<file path="src/rtl/lcs_pkg.sv">
// Shared types and constants for the LCS length engine.
// Used by lcs_cell, lcs_length_engine_core and the bench; no other dependencies.
package lcs_pkg;

    localparam int MAX_LEN = 64;
    localparam int DP_W    = $clog2(MAX_LEN + 1);
    localparam int LEN_W   = 7;
    localparam int SYM_W   = 8;
    localparam int KIND_W  = 2;
    localparam int SAT_W   = (DP_W > LEN_W) ? DP_W : LEN_W;

    localparam logic [LEN_W-1:0]  LEN_MAX  = {LEN_W{1'b1}};

    localparam logic [KIND_W-1:0] KIND_A      = 2'd0;
    localparam logic [KIND_W-1:0] KIND_B      = 2'd1;
    localparam logic [KIND_W-1:0] KIND_END    = 2'd2;
    localparam logic [KIND_W-1:0] KIND_UNUSED = 2'd3;

    // One beat travelling down the cell chain.
    // For a B beat, left/diag carry the wavefront values; for an end beat,
    // left carries the length picked up from the last filled cell.
    typedef struct packed {
        logic [KIND_W-1:0] kind;
        logic [SYM_W-1:0]  sym;
        logic [DP_W-1:0]   left;
        logic [DP_W-1:0]   diag;
        logic              claimed;
    } t_tok;

endpackage

</file>
<file path="src/rtl/lcs_cell.sv">
// One systolic cell: holds one symbol of string A and its DP entry.
// Depends on lcs_pkg for the beat type and kind codes.
module lcs_cell
    import lcs_pkg::*;
(
    input  logic  i_clk,
    input  logic  i_rst_n,
    input  logic  i_adv,
    input  logic  i_vld,
    input  t_tok  i_tok,
    output logic  o_vld,
    output t_tok  o_tok
);

    logic             r_used;
    logic             n_used;
    logic [SYM_W-1:0] r_sym;
    logic [SYM_W-1:0] n_sym;
    logic [DP_W-1:0]  r_dp;
    logic [DP_W-1:0]  n_dp;
    logic             r_vld;
    t_tok             r_tok;
    t_tok             n_tok;
    logic [DP_W-1:0]  best;
    logic [DP_W-1:0]  diag_inc;

    always_comb begin
        n_used   = r_used;
        n_sym    = r_sym;
        n_dp     = r_dp;
        n_tok    = i_tok;
        diag_inc = i_tok.diag + DP_W'(1);
        best     = (r_dp > i_tok.left) ? r_dp : i_tok.left;
        if (r_sym == i_tok.sym && diag_inc > best) begin
            best = diag_inc;
        end
        if (i_vld) begin
            case (i_tok.kind)
                KIND_A: begin
                    // claim the first free cell
                    if (!i_tok.claimed && !r_used) begin
                        n_used        = 1'b1;
                        n_sym         = i_tok.sym;
                        n_dp          = '0;
                        n_tok.claimed = 1'b1;
                    end
                end
                KIND_B: begin
                    if (r_used) begin
                        n_dp       = best;
                        n_tok.left = best;
                        n_tok.diag = r_dp;
                    end
                end
                KIND_END: begin
                    if (r_used) begin
                        n_tok.left = r_dp;
                        n_used     = 1'b0;
                        n_dp       = '0;
                    end
                end
                default: begin
                end
            endcase
        end
    end

    always_ff @(posedge i_clk) begin
        if (!i_rst_n) begin
            r_used <= 1'b0;
            r_dp   <= '0;
            r_vld  <= 1'b0;
        end else if (i_adv) begin
            r_used <= n_used;
            r_dp   <= n_dp;
            r_vld  <= i_vld;
        end
    end

    always_ff @(posedge i_clk) begin
        if (i_adv) begin
            r_sym <= n_sym;
            r_tok <= n_tok;
        end
    end

    assign o_vld = r_vld;
    assign o_tok = r_tok;

endmodule

</file>
<file path="config.mk">
export PLATFORM = sky130hd
export DESIGN_NAME = lcs_cell
export DESIGN_NICKNAME = d
export VERILOG_FILES = /design/src/rtl/lcs_pkg.sv /design/src/rtl/lcs_cell.sv
export SDC_FILE = /design/constraint.sdc
export NUM_CORES = 1
export LEC_CHECK = 0
export BUFFER_PORTS_ARGS = -buffer_cell sky130_fd_sc_hd__buf_4
export CELL_PAD_IN_SITES_DETAIL_PLACEMENT = 2
export CELL_PAD_IN_SITES_GLOBAL_PLACEMENT = 2
export CORE_UTILIZATION = 30
export CTS_BUF_LIST = sky130_fd_sc_hd__clkbuf_8 sky130_fd_sc_hd__clkbuf_16
export DETAILED_ROUTE_END_ITERATION = 6
export PLACE_DENSITY_LB_ADDON = 0.25
export SLEW_MARGIN = 20
export SYNTH_ARGS = -nofsm -noshare
export SYNTH_HDL_FRONTEND = slang
export SYNTH_SLANG_ARGS = --single-unit
</file>
<file path="constraint.sdc">
create_clock -name i_clk -period 6.8 [get_ports i_clk]
set_input_delay 0.68 -clock i_clk [delete_from_list [all_inputs] [get_ports i_clk]]
set_output_delay 0.68 -clock i_clk [all_outputs]
set_load 0.02 [all_outputs]
</file>
==> results of run 1 <==
==> layer usage <==
layer	track usage [%]	part of all wire, %
met5	0	0
met4	7.55	2.4
met3	2.99	3.5
met2	34.4	52
met1	23.3	42
==> area by class of cell <==
| type | count | area (um2) | share of cell area (%) |
|---|---|---|---|
| Clock buffer | 5 | 68.8 | 2.25 |
| Sequential cell | 42 | 1170 | 38.3 |
| Clock inverter | 3 | 68.8 | 2.25 |
| Tap cell | 102 | 128 | 4.17 |
| Inverter | 13 | 48.8 | 1.59 |
| Timing Repair Buffer | 54 | 405 | 13.2 |
| Multi-Input combinational cell | 164 | 1170 | 38.2 |
==> path summary, 6_finish.rpt <==
| path | start | endpoint | slack, ns | cells past startpoint |
|---|---|---|---|---|
| min | r_dp[0] | r_dp[0] | 0.48 | 2 |
| max | i_tok[12] | o_tok[14] | 2.61 | 13 |
| max reg2reg | r_dp[4] | o_tok[14] | 2.71 | 11 |
| min reg2reg | r_dp[0] | r_dp[0] | 0.48 | 2 |
==> power breakdown <==
group | switching, mW | internal (mW) | total (mW)
registers | 0.00474 | 0.291 | 0.296
logic | 0.0636 | 0.0469 | 0.110
clock network | 0.0930 | 0.147 | 0.240
total | 0.161 | 0.485 | 0.646
==> worst reg2reg max path, cell delays in order (launching register included) <==
cell	delay [ns]
dfxtp_1	0.39
ha_1	0.34
nand4_1	0.13
nor2_1	0.41
a21o_1	0.40
a22oi_1	0.18
ha_1	0.35
nand4_1	0.21
a21oi_1	0.41
or2_0	0.48
nor3b_1	0.40
o31ai_1	0.13
==> registers in the layout, summed over array words and instances (netlist names) <==
name / cells
o_tok: 25
r_dp: 7
r_sym: 8
o_vld: 1
r_used: 1
==> cells by family (layout without fill, tap and decap cells) <==
logic type	Yosys count	count (layout)	share of synthesized area, %
multiplexers	7	7	3.21
adder cells (fa/ha/maj)	18	18	9.31
XOR/XNOR	12	12	4.35
AND/OR/NAND/NOR	55	55	11.4
flip-flops	42	42	48.4
buffers and inverters	18	75	3.21
AO/OA/AOI/OAI	72	72	20.1
==> through the flow <==
step | std cells | util, % | hold slack, ns
2_1_floorplan | 224 | - | 0.447
3_3_place_gp | 375 | 37.6 | 0.470
3_5_place_dp | 375 | 37.6 | 0.479
4_1_cts | 383 | 39.4 | 0.490
5_1_grt | 383 | 39.4 | 0.527
6_report | 383 | 39.4 | 0.483
==> Yosys cell counts (3+ instances only) <==
library cell / n / area share, %
o21bai_1: 5 / 1.6
a22oi_1: 12 / 3.7
o31ai_1: 4 / 1.2
o21ai_0: 16 / 3.3
and3_1: 3 / 0.78
a21oi_1: 7 / 1.4
o21ai_1: 10 / 2.1
xor2_1: 10 / 3.6
nand2_1: 18 / 2.8
a222oi_1: 6 / 2.5
nand3_1: 8 / 1.7
dfxtp_1: 9 / 7.4
nor2b_1: 6 / 1.6
nor2_1: 7 / 1.1
edfxtp_1: 33 / 41
ha_1: 18 / 9.3
mux2_2: 6 / 2.8
inv_1: 13 / 2.0
==> impl_metrics.csv, run 1 <==
group,metric,value,unit
timing,skew,0.0121,ns
cts,cts_buffer_depth,2,
synth,ys_types,41,
floorplan,rows,32,
global_routing,grt_antenna_before_repair,0,
critical_path,critPathBufInv,2,
drt,wl_per_cell,19.7,um
status,status,"completed",
global_routing,grt_pass1_wl,12400,um
placement,place_ws,2.36,ns
global_routing,grt_max_degree,28,
cts,htree_levels,2,
layout,nNetsFinal,327,
timing,min_period_over_period,61.7,%
drt,routed_wl,7530,um
timing,max_slew_margin,36.7,%
floorplan,design.core.area,7770,um2
floorplan,die-area,8430,um2
cts,clock-sinks,42,
layout,layout-drive-gt1-share,25.6,%
timing,rsz0062_at_grt,"no",
cts,clk-insertion-delay-late,0.30,ns
synth,synth.avg_cell_area,10.8,um2
cts,cts_tree,"done",
synth,ys_seq_area_share,48.4,%
synth,synth-main-ff-cell,"edfxtp_1",
placement,gp_congestion,0.769,
synth,synthesis.area,2420,um2
global_routing,grt_overflow_total,0,
cts,clk_pin_slew,0.08,ns
floorplan,die_x,91.8,um
synth,syn_inst,224,
pwr,max-vdd-ir-drop,72.5,uV
drt,via_count,2025,
cts,cts_buffers,5,
layout,fillers,864,
critical_path,start_kind,"primary input",
layout,post-route-cell-area,3060,um2
critical_path,worstPathRequired,6.84,ns
synth,syn_nets,271,
pwr,power.density,211,nW/um2
layout,layout_common_cells,"buf_4 (54), edfxtp_1 (33), nand2_1 (18), ha_1 (18), o21ai_0 (16)",
global_routing,grt_use_total,19.3,%
floorplan,io_pins,55,
timing,timing.fmax,238,MHz
cts,hold_buffers,0,
timing,worst_pin_slew,0.943,ns
critical_path,critPathTopFamily,"simple AND/OR/NAND/NOR gates",
timing,period_needed,4.19,ns
floorplan,start_util,31.1,%
pwr,p_leak,1.24,nW
worst_hold_path,hp-class,"register to register",
placement,placed_area,2920,um2
drt,viasPerCell,5.29,
job,drv_cap,0,
synth,synth-edff-count,33,
layout,area_growth,26.5,%
layout,n_antenna_cell,0,
critical_path,crit_arrival,4.23,ns
synth,ys_ff_latch,42,
critical_path,worstSetupEndpointType,"register",
cts,cts_resized,0,
critical_path,slowest_stage,"or2_0",
placement,dp.final_hpwl,5850,um
timing,finalHoldViolCount,0,
cts,cts_root_buf,"clkbuf_8",
critical_path,crit_type,"primary input to register",
global_routing,grt_pass1_vias,2270,
timing,setup_viol,0,
critical_path,critical_path.max_fanout,13,
drt,drc_errors,0,
critical_path,critPathMaxStageDelay,0.48,ns
timing,setup-tns-final,0,ns
synth,async_flop_share,0,%
drt,antenna_left,0,
timing,finalMaxSlewViolations,0,
placement,portBuffers,54,
critical_path,worstPathCellList,"buf_4 -> inv_1 -> ha_1 -> nand4_1 -> nor2_1 -> a21o_1 -> a22oi_1 -> ha_1 -> nand4_1 -> a21oi_1 -> or2_0 -> nor3b_1 -> o31ai_1",
floorplan,fp.dieH,91.8,um
drt,drt-initial-drc-count,136,
layout,final_common_cell,"buf_4",
cts,post_cts_buffers,0,
timing,setup_ws,2.61,ns
drt,first_pass_iters,4,
synth,yosysWarnings,0,
pwr,total_power,0.646,mW
Note: power is estimated with default switching activity, not from simulation.
==> inputs of run 2 (changes only) <==
==> constraint.sdc (replaced) <==
create_clock -name i_clk -period 4 [get_ports i_clk]
set_input_delay 0.4 -clock i_clk [delete_from_list [all_inputs] [get_ports i_clk]]
set_output_delay 0.4 -clock i_clk [all_outputs]
set_load 0.02 [all_outputs]
==> run 2 against run 1 <==
Against the previous run:
- cell area up 0.33%
- final cell count up 1.3%
- flip-flop and latch count unchanged
- critical path depth down 2
- first-iteration DRC count down 25%
- non-clock buffer count up 5
- die area unchanged
- sequential power up 70%
- largest cell class unchanged
- largest power group unchanged
==> impl_metrics.csv, run 2 (synthesis gave the netlist of run 1 again) <==
group,metric,value,unit
timing,skew,0.00443,ns
layout,nNetsFinal,332,
placement,placed_cells,380,
timing,period_needed,3.68,ns
cts,cts_tree,"done",
drt,via_count,2060,
critical_path,worstPathRequired,4.03,ns
cts,hold_buffers,0,
cts,htree_levels,2,
floorplan,io_pins,55,
global_routing,grt_pass1_wl,11800,um
global_routing,grt_overflow_total,0,
critical_path,critical_path.max_fanout,13,
floorplan,start_util,31.1,%
critical_path,crit_start,"r_dp[4]",
cts,cts_resized,0,
job,drv_cap,0,
layout,layout_common_cells,"buf_4 (59), edfxtp_1 (33), nand2_1 (18), ha_1 (18), o21ai_0 (16)",
cts,post_cts_buffers,0,
timing,setup_viol,0,
layout,layout-drive-gt1-share,26.6,%
cts,cts_root_buf,"clkbuf_8",
floorplan,die_x,91.8,um
drt,viasPerCell,5.31,
timing,max_slew_margin,40.5,%
global_routing,grt_pass1_vias,2268,
timing,finalMaxSlewViolations,0,
worst_hold_path,hp-class,"primary input to register",
layout,final_common_cell,"buf_4",
floorplan,die-area,8430,um2
timing,min_period_over_period,91.9,%
critical_path,crit_end,"o_tok[10]",
critical_path,rr_endpoint,"o_tok[10]",
critical_path,r2r_start,"r_dp[4]",
global_routing,grt_max_degree,28,
critical_path,crit_type,"register to register",
floorplan,design.core.area,7770,um2
drt,antenna_left,0,
timing,setup-tns-final,0,ns
drt,wl_per_cell,18.8,um
cts,clk-insertion-delay-late,0.29,ns
critical_path,crit_arrival,3.71,ns
drt,routed_wl,7300,um
timing,worst_pin_slew,0.886,ns
worst_hold_path,hold_depth,1,
drt,drt-initial-drc-count,102,
global_routing,grt_antenna_before_repair,0,
critical_path,rrSetupSlack,0.32,ns
layout,largest_reg_flops,25,
critical_path,start_kind,"register",
cts,clock-sinks,42,
placement,portBuffers,54,
pwr,p_leak,1.25,nW
layout,area_growth,27.0,%
global_routing,grt_use_total,18.4,%
floorplan,fp.dieH,91.8,um
drt,first_pass_iters,4,
status,status,"completed",
timing,timing.fmax,272,MHz
critical_path,ff2ff_path_depth,11,
pwr,power.density,334,nW/um2
cts,clk_pin_slew,0.08,ns
cts,cts_buffers,5,
floorplan,rows,32,
placement,gp_congestion,0.783,
timing,rsz0062_at_grt,"no",
placement,dp.final_hpwl,5660,um
timing,timing.hold.ws,0.301,ns
pwr,max-vdd-ir-drop,127,uV
layout,n_antenna_cell,0,
cts,cts_buffer_depth,2,
drt,drc_errors,0,
layout,final_cell_count_no_fill,388,
critical_path,worstSetupEndpointType,"register",
timing,finalHoldViolCount,0,
==> run 2: cell types whose count changed in the layout (fill, tap and decap cells not counted), sizes merged <==
cell      change
clkinv        -1
buf           +5
bufinv        -1
clkinvlp      +1
inv           +1
==> run 2: metrics by stage <==
step           util (%)  setup WS [ns]  power, mW  area (um2)
2_1_floorplan         -          0.730      0.611        2420
3_3_place_gp       38.1          0.304      0.693        2960
3_5_place_dp       38.1          0.210      0.701        2960
4_1_cts            39.5          0.327       1.04        3070
5_1_grt            39.5        0.00600       1.07        3070
6_report           39.5          0.324       1.02        3070
==> run 2: power breakdown <==
part           switching [mW]  leakage (nW)  internal, mW  total (mW)
registers             0.00781         0.389         0.494       0.502
clock network           0.149        0.0556         0.184       0.333
logic                   0.108         0.806        0.0804       0.189
total                   0.265          1.25         0.759        1.02
==> run 2: worst min-delay path by stage <==
stage	start	to	slack [ns]
after CTS	i_tok[23]	o_tok[23]	0.30
after global placement	r_dp[0]	r_dp[0]	0.47
after global routing	i_tok[23]	o_tok[23]	0.29
after floorplan	r_dp[0]	r_dp[0]	0.45
after detailed placement	r_dp[0]	r_dp[0]	0.48
final	i_tok[23]	o_tok[23]	0.30
==> run 2: cell type report <==
| cell class | count | area [um2] |
|---|---|---|
| clock inverter | 3 | 41.3 |
| timing repair buffer | 59 | 443 |
| sequential | 42 | 1170 |
| multi-input combinational | 164 | 1170 |
| fill | 851 | 4700 |
| tap | 102 | 128 |
| clock buffer | 5 | 68.8 |
| inverter | 13 | 48.8 |
==> run 2: metal layers <==
layer,vias to the layer above,wire (um),GRT usage (%)
li1,977,-,-
met1,1025,3230,22.8
met2,48,3720,32.8
met3,10,237,2.82
met4,0,111,5.73
met5,-,0,0
==> run 2: critical path, stage by stage, from the launching register on <==
cell	delay, ns
dfxtp_1	0.45
ha_1	0.29
a21oi_1	0.16
o21a_1	0.16
a21o_1	0.38
a22oi_1	0.16
ha_1	0.33
a211oi_2	0.24
o21bai_2	0.15
or2_0	0.43
a222oi_1	0.51
o21ai_1	0.15
==> inputs of run 3 (changes only) <==
--- a/config.mk
+++ b/config.mk
@@ -11,7 +11,8 @@
 export CORE_UTILIZATION = 30
 export CTS_BUF_LIST = sky130_fd_sc_hd__clkbuf_8 sky130_fd_sc_hd__clkbuf_16
 export DETAILED_ROUTE_END_ITERATION = 6
-export PLACE_DENSITY_LB_ADDON = 0.25
+export PLACE_DENSITY_LB_ADDON = 0.05
+export RECOVER_POWER = 25
 export SLEW_MARGIN = 20
 export SYNTH_ARGS = -nofsm -noshare
 export SYNTH_HDL_FRONTEND = slang
==> run 3 against run 2 <==
Against the previous run:
- the run now ends with capacitance limit, slew limit left
- utilization fell by 0.95 points
- maximum frequency fell by 1.2%
- sequential power barely moved
- flip-flop and latch count did not move
- worst hold slack improved by 0.032 ns
- clock-buffer cell count did not move
- via count fell by 2.2%
- clock power fell by 12%
==> impl_metrics.csv, run 3 (synthesis gave the netlist of run 1 again) <==
group,metric,value,unit
timing,setup_viol,0,
critical_path,crit_end,"o_tok[14]",
placement,place_ws,-0.0254,ns
drt,drt-initial-drc-count,77,
critical_path,critPathBufInv,0,
floorplan,die-area,8430,um2
layout,final_common_cell,"buf_4",
pwr,p_leak,1.19,nW
pwr,max-vdd-ir-drop,103,uV
layout,nNetsFinal,330,
worst_hold_path,hp-class,"primary input to register",
critical_path,crit_start,"r_dp[6]",
placement,gp_congestion,0.799,
global_routing,grt_max_degree,28,
layout,layout-drive-gt1-share,22.5,%
drt,first_pass_iters,5,
layout,layout_common_cells,"buf_4 (46), edfxtp_1 (33), nand2_1 (18), ha_1 (18), o21ai_0 (16)",
floorplan,design.core.area,7770,um2
layout,n_antenna_cell,0,
placement,placed_area,2950,um2
drt,dr.max_layer_used,"met4",
cts,htree_levels,2,
timing,skew,0.0101,ns
critical_path,rr_endpoint,"o_tok[14]",
layout,fillers,887,
drt,wl_per_cell,18.8,um
drt,wl_met3,296,um
critical_path,ff2ff_path_depth,11,
cts,clock-sinks,42,
placement,dp.final_hpwl,5640,um
drt,wl_met2,3600,um
critical_path,critical_path.max_fanout,13,
global_routing,grt_pass1_vias,2025,
cts,cts_buffer_depth,2,
drt,via_count,2014,
timing,min_period_over_period,93.0,%
timing,timing.hold.ws,0.333,ns
cts,clk_pin_slew,0.09,ns
global_routing,grt_pass1_wl,11100,um
critical_path,crit_arrival,3.77,ns
floorplan,io_pins,55,
drt,routed_wl,7240,um
pwr,power.density,326,nW/um2
job,drv_cap,1,
timing,max_slew_margin,-5.65,%
critical_path,critical_path_cell_count,11,
status,violations,"capacitance limit, slew limit",
layout,fin_util,38.6,%
floorplan,fp.dieH,91.8,um
timing,finalMaxSlewViolations,28,
layout,largest_reg_flops,25,
status,status,"finished, violations left",
cts,clk-insertion-delay-late,0.30,ns
global_routing,grt_antenna_before_repair,0,
layout,area_growth,23.9,%
timing,rsz0062_at_grt,"no",
layout,post-route-cell-area,3000,um2
cts,cts_buffers,5,
critical_path,start_kind,"register",
drt,antenna_left,0,
drt,viasPerCell,5.22,
critical_path,r2r_start,"r_dp[6]",
placement,portBuffers,54,
timing,period_needed,3.72,ns
global_routing,grt_use_total,17.5,%
cts,cts_tree,"done",
timing,setup_ws,0.279,ns
critical_path,worstSetupEndpointType,"register",
timing,timing.fmax,269,MHz
floorplan,rows,32,
floorplan,die_x,91.8,um
critical_path,worstPathCellList,"ha_1 -> a21oi_1 -> o21a_1 -> a21o_1 -> a22oi_1 -> ha_1 -> nand4_1 -> a21oi_1 -> or2_1 -> nor3b_1 -> o31ai_1",
timing,worst_pin_slew,1.58,ns
floorplan,start_util,31.1,%
critical_path,worstPathRequired,4.05,ns
cts,cts_root_buf,"clkbuf_8",
critical_path,rrSetupSlack,0.28,ns
global_routing,grt_overflow_total,0,
critical_path,crit_type,"register to register",
critical_path,critPathTopFamily,"compound AO/OA/AOI/OAI gates",
critical_path,slowest_stage,"dfxtp_1",
drt,drc_errors,0,
critical_path,critPathMaxStageDelay,0.43,ns
drt,met1_length,3280,um
timing,finalHoldViolCount,0,
run 3: changes by cell type in the layout (fill, tap and decap cells not counted):
cell,previous run,this run
buf_4,59,46
or2_0,1,0
clkbuf_1,0,11
inv_6,0,1
bufinv_16,1,0
or2_1,0,1
clkinvlp_4,1,2
inv_1,14,13
run 3: layout make-up:
type                            count  area, um2  area share (%)
Sequential cell                    42       1170            39.1
Multi-Input combinational cell    164       1170            39.0
Timing Repair Buffer               57        387            12.9
Tap cell                          102        128            4.26
Clock buffer                        5       68.8            2.30
Inverter                           13       48.8            1.63
Clock inverter                      3       23.8           0.793
run 3: stage by stage:
stage	instances	power (mW)	setup TNS (ns)
floorplan	224	0.611	0
global placement	378	0.697	0
detailed placement	378	0.702	-0.0254
CTS	386	0.994	0
global route	386	1.03	0
finish	386	0.977	0
run 3: report_power, final:
group	internal, mW	total [mW]	switching [mW]
Combinational	0.0751	0.182	0.107
Sequential	0.495	0.503	0.00784
Clock	0.125	0.292	0.167
Total	0.695	0.977	0.282
run 3: per-layer routing:
metal | vias to the layer above | track usage (%)
met5 | - | 0
met4 | 0 | 3.52
met3 | 7 | 2.99
met2 | 48 | 31.0
met1 | 993 | 22.4
li1 | 966 | -
run 3: how the worst min path moves through the flow:
stage,end,cells after the start,slack (ns),startpoint
after floorplan,r_dp[0],2,0.45,r_dp[0]
after global placement,r_dp[0],2,0.47,r_dp[0]
after detailed placement,o_vld,2,0.48,o_vld
after CTS,o_tok[15],1,0.29,i_tok[15]
after global routing,r_used,2,0.34,i_rst_n
final,r_used,2,0.33,i_rst_n
run 3: what timing repair did:
action | in CTS | in global routing
resized for setup | 0 | 1
endpoints found under the setup margin | 0 | 1
buffers inserted | 0 | 0
hold buffers | 0 | 0
